`src/sv/rrts_pkg.sv`:
```
`default_nettype none

package rrts_pkg;

    // widths of the request and result fields
    localparam int KIND_W    = 2;
    localparam int TARGET_W  = 6;
    localparam int STATUS_W  = 2;
    localparam int SLOT_FW   = 6;
    localparam int SLOT_ST_W = 2;

    // request kinds
    localparam logic [KIND_W-1:0] K_CREATE = 2'd0;
    localparam logic [KIND_W-1:0] K_YIELD  = 2'd1;
    localparam logic [KIND_W-1:0] K_EXIT   = 2'd2;
    localparam logic [KIND_W-1:0] K_JOIN   = 2'd3;

    // result status codes
    localparam logic [STATUS_W-1:0] S_OK       = 2'd0;
    localparam logic [STATUS_W-1:0] S_FULL     = 2'd1;
    localparam logic [STATUS_W-1:0] S_BAD_TGT  = 2'd2;
    localparam logic [STATUS_W-1:0] S_WAITING  = 2'd3;

    // slot states
    localparam logic [SLOT_ST_W-1:0] SL_FREE     = 2'd0;
    localparam logic [SLOT_ST_W-1:0] SL_RUNNABLE = 2'd1;
    localparam logic [SLOT_ST_W-1:0] SL_RUNNING  = 2'd2;
    localparam logic [SLOT_ST_W-1:0] SL_FINISHED = 2'd3;

    // controller to datapath commands
    typedef struct packed {
        logic capture;  // latch the incoming request
        logic commit;   // update the slot table and load the result register
    } rrts_cmd_t;

endpackage

`default_nettype wire

```
`src/sv/rrts_ctrl.sv`:
```
`default_nettype none

module rrts_ctrl
(
    input  wire logic             clk,
    input  wire logic             rst_n,
    input  wire logic             s_tvalid,
    output logic                  s_tready,
    output logic                  m_tvalid,
    input  wire logic             m_tready,
    output rrts_pkg::rrts_cmd_t   cmd
);
    import rrts_pkg::*;

    localparam logic ST_IDLE = 1'b0;
    localparam logic ST_EXEC = 1'b1;

    logic state_reg;
    logic state_next;
    logic m_valid_reg;
    logic m_valid_next;
    logic in_acc;
    logic out_free;

    assign s_tready = (state_reg == ST_IDLE);
    assign in_acc   = s_tvalid && s_tready;
    // result register can take a new result this cycle
    assign out_free = !m_valid_reg || m_tready;

    assign cmd.capture = in_acc;
    assign cmd.commit  = (state_reg == ST_EXEC) && out_free;

    always_comb
    begin
        state_next = state_reg;
        case (state_reg)
            ST_IDLE:
            begin
                if (in_acc)
                begin
                    state_next = ST_EXEC;
                end
            end
            ST_EXEC:
            begin
                if (cmd.commit)
                begin
                    state_next = ST_IDLE;
                end
            end
            default:
            begin
                state_next = ST_IDLE;
            end
        endcase
    end

    always_comb
    begin
        if (cmd.commit)
        begin
            m_valid_next = 1'b1;
        end
        else if (m_tready)
        begin
            m_valid_next = 1'b0;
        end
        else
        begin
            m_valid_next = m_valid_reg;
        end
    end

    always_ff @(posedge clk or negedge rst_n)
    begin
        if (!rst_n)
        begin
            state_reg   <= ST_IDLE;
            m_valid_reg <= 1'b0;
        end
        else
        begin
            state_reg   <= state_next;
            m_valid_reg <= m_valid_next;
        end
    end

    assign m_tvalid = m_valid_reg;

    a_acc_busy : assert property (@(posedge clk) disable iff (!rst_n)
        in_acc |=> !s_tready)
        else $error("request taken but input still ready");

    a_commit_ready : assert property (@(posedge clk) disable iff (!rst_n)
        cmd.commit |=> s_tready)
        else $error("no return to idle after commit");

    a_commit_valid : assert property (@(posedge clk) disable iff (!rst_n)
        cmd.commit |=> m_tvalid)
        else $error("committed result not presented");

    a_commit_no_overwrite : assert property (@(posedge clk) disable iff (!rst_n)
        cmd.commit |-> (!m_valid_reg || m_tready))
        else $error("result overwritten before taken");

endmodule

`default_nettype wire

```
`src/sv/rrts_dp.sv`:
```
`default_nettype none

module rrts_dp
#(
    parameter int NUM_SLOTS = 16
)
(
    input  wire logic                              clk,
    input  wire logic                              rst_n,
    input  wire rrts_pkg::rrts_cmd_t               cmd,
    input  wire logic [rrts_pkg::KIND_W-1:0]       kind,
    input  wire logic [rrts_pkg::TARGET_W-1:0]     target,
    output logic      [rrts_pkg::STATUS_W-1:0]     status,
    output logic      [rrts_pkg::SLOT_FW-1:0]      new_slot,
    output logic      [rrts_pkg::SLOT_FW-1:0]      running_slot
);
    import rrts_pkg::*;

    localparam int SLOT_W = (NUM_SLOTS > 2) ? $clog2(NUM_SLOTS) : 1;

    // lowest set bit of a vector as a one-hot
    function automatic logic [NUM_SLOTS-1:0] lowest(input logic [NUM_SLOTS-1:0] v);
        return v & (~v + NUM_SLOTS'(1));
    endfunction

    function automatic logic [SLOT_W-1:0] oh_enc(input logic [NUM_SLOTS-1:0] oh);
        logic [SLOT_W-1:0] idx;
        idx = '0;
        for (int i = 0; i < NUM_SLOTS; i++)
        begin
            if (oh[i])
            begin
                idx = idx | SLOT_W'(i);
            end
        end
        return idx;
    endfunction

    logic [KIND_W-1:0]    kind_reg;
    logic [TARGET_W-1:0]  target_reg;
    logic [SLOT_ST_W-1:0] slot_state_reg [NUM_SLOTS];
    logic [SLOT_ST_W-1:0] slot_state_next [NUM_SLOTS];
    logic [SLOT_W-1:0]    cur_reg;
    logic [SLOT_W-1:0]    cur_next;
    logic [STATUS_W-1:0]  status_reg;
    logic [STATUS_W-1:0]  status_next;
    logic [SLOT_FW-1:0]   new_slot_reg;
    logic [SLOT_FW-1:0]   new_slot_next;
    logic [SLOT_FW-1:0]   running_reg;

    logic [SLOT_ST_W-1:0] base_st [NUM_SLOTS];
    logic [NUM_SLOTS-1:0] cur_oh;
    logic [NUM_SLOTS-1:0] above;
    logic [NUM_SLOTS-1:0] free_vec;
    logic [NUM_SLOTS-1:0] run_vec;
    logic [NUM_SLOTS-1:0] run_hi;
    logic [NUM_SLOTS-1:0] free_oh;
    logic [NUM_SLOTS-1:0] yld_oh;
    logic [NUM_SLOTS-1:0] tgt_oh;
    logic [SLOT_W-1:0]    tgt_idx;
    logic                 tgt_ok;
    logic                 tgt_fin;
    logic                 free_found;
    logic                 yld_found;
    logic                 do_yield;
    logic                 do_create;
    logic                 do_free;

    assign tgt_idx = target_reg[SLOT_W-1:0];
    assign tgt_ok  = (target_reg != '0) &&
                     ({1'b0, target_reg} < (TARGET_W+1)'(NUM_SLOTS));
    assign tgt_fin = (slot_state_reg[tgt_idx] == SL_FINISHED);

    assign do_create = (kind_reg == K_CREATE);
    assign do_free   = (kind_reg == K_JOIN) && tgt_ok && tgt_fin;
    assign do_yield  = (kind_reg == K_YIELD) || (kind_reg == K_EXIT) ||
                       ((kind_reg == K_JOIN) && tgt_ok && !tgt_fin);

    // per-slot views of the table
    always_comb
    begin
        for (int i = 0; i < NUM_SLOTS; i++)
        begin
            cur_oh[i] = (SLOT_W'(i) == cur_reg);
            above[i]  = (SLOT_W'(i) > cur_reg);
            tgt_oh[i] = (SLOT_W'(i) == tgt_idx);
            // exit marks the current slot finished before the yield
            if ((kind_reg == K_EXIT) && cur_oh[i])
            begin
                base_st[i] = SL_FINISHED;
            end
            else
            begin
                base_st[i] = slot_state_reg[i];
            end
            // the running slot counts as runnable during the search
            run_vec[i]  = (base_st[i] == SL_RUNNABLE) || (base_st[i] == SL_RUNNING);
            free_vec[i] = (i != 0) && (slot_state_reg[i] == SL_FREE);
        end
    end

    // round-robin pick: slots above the current one first, then wrap
    assign run_hi     = run_vec & above;
    assign yld_oh     = lowest((run_hi != '0) ? run_hi : run_vec);
    assign yld_found  = (run_vec != '0);
    assign free_oh    = lowest(free_vec);
    assign free_found = (free_vec != '0);

    always_comb
    begin
        cur_next      = cur_reg;
        status_next   = S_OK;
        new_slot_next = '0;
        for (int i = 0; i < NUM_SLOTS; i++)
        begin
            slot_state_next[i] = slot_state_reg[i];
            if (do_create)
            begin
                if (free_oh[i])
                begin
                    slot_state_next[i] = SL_RUNNABLE;
                end
            end
            else if (do_free)
            begin
                if (tgt_oh[i])
                begin
                    slot_state_next[i] = SL_FREE;
                end
            end
            else if (do_yield)
            begin
                if (!yld_found)
                begin
                    slot_state_next[i] = base_st[i];
                end
                else if (yld_oh[i])
                begin
                    slot_state_next[i] = SL_RUNNING;
                end
                else if (base_st[i] == SL_RUNNING)
                begin
                    slot_state_next[i] = SL_RUNNABLE;
                end
                else
                begin
                    slot_state_next[i] = base_st[i];
                end
            end
        end

        if (do_create)
        begin
            if (free_found)
            begin
                new_slot_next = SLOT_FW'(oh_enc(free_oh));
            end
            else
            begin
                status_next = S_FULL;
            end
        end
        else if ((kind_reg == K_JOIN) && !tgt_ok)
        begin
            status_next = S_BAD_TGT;
        end
        else if ((kind_reg == K_JOIN) && !tgt_fin)
        begin
            status_next = S_WAITING;
        end

        if (do_yield && yld_found)
        begin
            cur_next = oh_enc(yld_oh);
        end
    end

    // request and result payload
    always_ff @(posedge clk)
    begin
        if (cmd.capture)
        begin
            kind_reg   <= kind;
            target_reg <= target;
        end
        if (cmd.commit)
        begin
            status_reg   <= status_next;
            new_slot_reg <= new_slot_next;
            running_reg  <= SLOT_FW'(cur_next);
        end
    end

    // slot table and current slot
    always_ff @(posedge clk or negedge rst_n)
    begin
        if (!rst_n)
        begin
            for (int i = 0; i < NUM_SLOTS; i++)
            begin
                slot_state_reg[i] <= (i == 0) ? SL_RUNNING : SL_FREE;
            end
            cur_reg <= '0;
        end
        else if (cmd.commit)
        begin
            for (int i = 0; i < NUM_SLOTS; i++)
            begin
                slot_state_reg[i] <= slot_state_next[i];
            end
            cur_reg <= cur_next;
        end
    end

    assign status       = status_reg;
    assign new_slot     = new_slot_reg;
    assign running_slot = running_reg;

endmodule

`default_nettype wire

```
`src/sv/round_robin_thread_slot_scheduler.sv`:
```
`default_nettype none

// round-robin thread slot scheduler: holds a table of NUM_SLOTS slots (free,
// runnable, running, finished) and the current slot; after reset slot 0 is
// running and the rest are free. a request carries a kind on s_tuser (create,
// yield, exit, join) and a join target on s_tdata; each request yields exactly
// one result on the master side with a status, the slot claimed by a create
// and the slot running afterwards. a request is latched when it is taken; its
// update cycle then searches and updates the whole table and loads the result
// register. the next request is taken in the cycle after that update,
// while the previous result may still wait in the output register; a request
// only stalls in its update cycle when that register still holds an untaken
// result. a new request is not taken until the previous one has had its
// single table update.
module round_robin_thread_slot_scheduler
#(
    parameter int NUM_SLOTS = 16
)
(
    input  wire logic        clk,
    input  wire logic        rst_n,
    input  wire logic        s_tvalid,
    output logic             s_tready,
    input  wire logic [7:0]  s_tdata,   // [5:0] target, [7:6] zero
    input  wire logic [1:0]  s_tuser,   // [1:0] kind
    output logic             m_tvalid,
    input  wire logic        m_tready,
    output logic      [15:0] m_tdata    // [1:0] status, [7:2] new_slot,
                                        // [13:8] running_slot, [15:14] zero
);
    import rrts_pkg::*;

    rrts_cmd_t             cmd;
    logic [STATUS_W-1:0]   status;
    logic [SLOT_FW-1:0]    new_slot;
    logic [SLOT_FW-1:0]    running_slot;

    // handshake and sequencing
    rrts_ctrl u_ctrl
    (
        .clk      (clk),
        .rst_n    (rst_n),
        .s_tvalid (s_tvalid),
        .s_tready (s_tready),
        .m_tvalid (m_tvalid),
        .m_tready (m_tready),
        .cmd      (cmd)
    );

    // slot table, round-robin search and result register
    rrts_dp #(
        .NUM_SLOTS (NUM_SLOTS)
    ) u_dp
    (
        .clk          (clk),
        .rst_n        (rst_n),
        .cmd          (cmd),
        .kind         (s_tuser[KIND_W-1:0]),
        .target       (s_tdata[TARGET_W-1:0]),
        .status       (status),
        .new_slot     (new_slot),
        .running_slot (running_slot)
    );

    // pack result fields, lowest field first
    assign m_tdata = {2'b00, running_slot, new_slot, status};

endmodule

`default_nettype wire

```
`config.mk`:
```
export PLATFORM = sky130hd
export DESIGN_NAME = round_robin_thread_slot_scheduler
export DESIGN_NICKNAME = d
export VERILOG_FILES = /design/src/sv/rrts_pkg.sv /design/src/sv/rrts_ctrl.sv /design/src/sv/rrts_dp.sv /design/src/sv/round_robin_thread_slot_scheduler.sv
export SDC_FILE = /design/constraint.sdc
export NUM_CORES = 1
export LEC_CHECK = 0
export BUFFER_PORTS_ARGS = -buffer_cell sky130_fd_sc_hd__buf_2
export CAP_MARGIN = 20
export CORE_ASPECT_RATIO = 0.6
export CORE_MARGIN = 2
export CORE_UTILIZATION = 51
export DETAILED_ROUTE_END_ITERATION = 8
export GPL_TIMING_DRIVEN = 0
export PLACE_DENSITY = 0.77
export SLEW_MARGIN = 25
export SYNTH_ARGS = -nofsm -noshare
export SYNTH_HDL_FRONTEND = slang
export SYNTH_SLANG_ARGS = --single-unit
```
`constraint.sdc`:
```
create_clock -name clk -period 10.7 [get_ports clk]
set_input_delay 2.675 -clock clk [delete_from_list [all_inputs] [get_ports clk]]
set_output_delay 2.675 -clock clk [all_outputs]
set_load 0.01 [all_outputs]
```
==> impl_metrics.tcl <==
set metrics [dict create \
    rrSetupSlack_ps 5580 \
    die_h_um 80.9 \
    via_count 5345 \
    p_per_area_nw_per_um2 291 \
    cts-htree-levels 2 \
    synth_area_per_cell_sq_um 7.74 \
    path_class "input port to flop" \
    r2r-start "u_dp.cur_reg[3]" \
    mostFrequentLayoutCells "93 x nor2_1, 60 x nand2_1, 52 x inv_1" \
    synth_cells 649 \
    slew_violations 0 \
    grt_overflow 0 \
    fin_hold_ws_ps 526 \
    power_switching_uw 834 \
    seqPwrFrac_pct 24.1 \
    finalWirelength_um 18200 \
    drive_gt1_share_pct 11.8 \
    grt_setup_unrepaired "no" \
    path_max_fanout 15 \
    wire_per_inst_um 22.3 \
    hold_start "u_ctrl.m_tvalid" \
    track_usage_pct 34.8 \
    skew_ps 12.2 \
    p_int_uw 757 \
    area_delta_synth_final_pct 9.07 \
    largest_reg_flops 32 \
    route.detailed.drc 0 \
    worstMarginPinSlew_ps 966 \
    final_common_cell "nor2_1" \
    status "finished clean" \
    grt_pass1_wl_um 27700 \
    initial_core_util_pct 53.7 \
    port_buffers 23 \
    antenna_found_initial 0 \
    reg2reg_to "u_dp.running_slot[0]" \
    clk_latency_ps 310 \
    core_area_sq_um 9360 \
    ys_async_sr_fraction_pct 67.9 \
    ys_ff_latch 56 \
    slew_headroom_pct 35.3 \
    finalSetupViolations 0 \
    end_kind "flop" \
    fin_nets 733 \
    dp_hpwl_um 14300 \
    cts-resized-gates 0 \
    nFillCells 873 \
    max_freq_mhz 188 \
    cts_max_path_buffers 2 \
    rows 27 \
    worstSetupStartpointType "input port" \
    setup_tns_ps 0 \
    power.leakage_uw 0.00232 \
    die_w_um 132 \
    ys.flop_type "dfrtp_1" \
    switching_share_pct 52.4 \
    ant_nets 0 \
    gp_congestion 0.980 \
    p_comb_share_pct 64.6 \
    clk_pin_slew_ps 80 \
    cts.sinks 56 \
    diodes 0 \
    syn_area_sq_um 5020 \
    yosysSeqAreaShare_pct 29.7 \
    numCtsBuffers 5 \
    yosys_warnings 0 \
    crit_required_ps 10900 \
    hp-class "flop to flop" \
    die_area_sq_um 10700 \
    arrival_ps 5510 \
    final.period_utilization_pct 49.7 \
    r2r_cells 14 \
    vias_per_cell 6.56 \
    hold_viol 0 \
    drt_iter0_drc 950 \
    whs_path_depth 2 \
    cts_tree "built" \
    root_buffer "clkbuf_16" \
    grt_pass1_vias 4937 \
    synth_edf_count 18 \
    post-cts-setup-buffers 0 \
    pwr-share-clk_pct 11.3 \
    grt_max_degree 39 \
    min_to "u_ctrl.m_tvalid" \
    max-cap-violations 0 \
    finalCoreUtilization_pct 58.5 \
    post-route-min-period_ps 5320 \
    vdd_drop_max_mv 0.126 \
    cts_hold_buf 0 \
    synth_cell_type_count 76 \
    io_pins 32 \
    first_pass_iters 8 \
]
[critical path: stages]
cell and delay, ps:
buf_2 70, nand2b_1 110, nand2_1 180, inv_1 620, nand2_1 410, clkbuf_1 380, nor2_1 640, o221ai_1 250
o21a_1 160
[synth_stat cells, drive strengths merged, types with 13 or more instances]
cell,count,area [sq um]
buf,17,131
clkbuf,20,75.1
ha,35,438
dfrtp,37,926
or2,13,81.3
nor3,15,86.3
nand2b,13,81.3
o21ai,49,245
a21oi,40,200
o31ai,18,135
nor2,94,355
edfxtp,18,541
inv,54,203
nand3,16,85.1
nand2,62,238
[metal layers]
layer  vias up  track usage (%)  wire length, um
li1       2415                -                -
met3        25             13.1             2660
met2       359             47.7             6910
met5         -                0                0
met4         0             8.26              245
met1      2546             50.9             8350
[stage by stage]
stage / power (uW) / instance area, sq um / worst slack, ps / std cells
6_report: 1590 / 5480 / 5380 / 815
4_1_cts: 1550 / 5480 / 5490 / 815
3_5_place_dp: 1360 / 5320 / 5190 / 807
5_1_grt: 1690 / 5480 / 5320 / 815
2_1_floorplan: 1060 / 5040 / 6520 / 654
3_3_place_gp: 1340 / 5320 / 5190 / 807
[power by group through the flow]
| stage | Combinational (uW) | Clock, uW | Sequential [uW] |
|---|---|---|---|
| final | 1030 | 179 | 384 |
| after global routing | 1110 | 189 | 395 |
| after CTS | 983 | 181 | 382 |
| after detailed placement | 978 | 0 | 386 |
| after global placement | 959 | 0 | 382 |
| after floorplan | 690 | 0 | 372 |
[worst max-delay path by stage]
stage / start / to / cells past startpoint
3_3_place_gp: m_tready / u_dp.slot_state_reg[30] / 9
4_1_cts: m_tready / u_dp.slot_state_reg[30] / 9
5_1_grt: m_tready / u_dp.slot_state_reg[30] / 9
6_report: m_tready / u_dp.slot_state_reg[30] / 9
2_1_floorplan: m_tready / u_dp.slot_state_reg[14] / 9
3_5_place_dp: m_tready / u_dp.slot_state_reg[30] / 9
[cells by family (layout without fill, tap and decap cells)]
group | after synthesis | after routing | synth area share, %
buf+inv | 91 | 122 | 8.15
fa+ha+maj | 35 | 35 | 8.72
mux | 7 | 7 | 1.79
simple gates | 261 | 261 | 25.3
compound gates | 198 | 198 | 26.3
flops | 56 | 56 | 29.7
other cells | 1 | 6 | 0.0747
[cell type report]
cell class | count | area [sq um] | share of cell area [%]
Clock buffer | 5 | 125 | 2.28
Multi-Input combinational cell | 507 | 3140 | 57.4
Inverter | 54 | 203 | 3.70
Sequential cell | 56 | 1490 | 27.3
Timing Repair Buffer | 23 | 115 | 2.10
Buffer | 37 | 206 | 3.77
Clock inverter | 3 | 27.5 | 0.503
Tap cell | 130 | 163 | 2.97
Power figures use the tool's default switching activity.
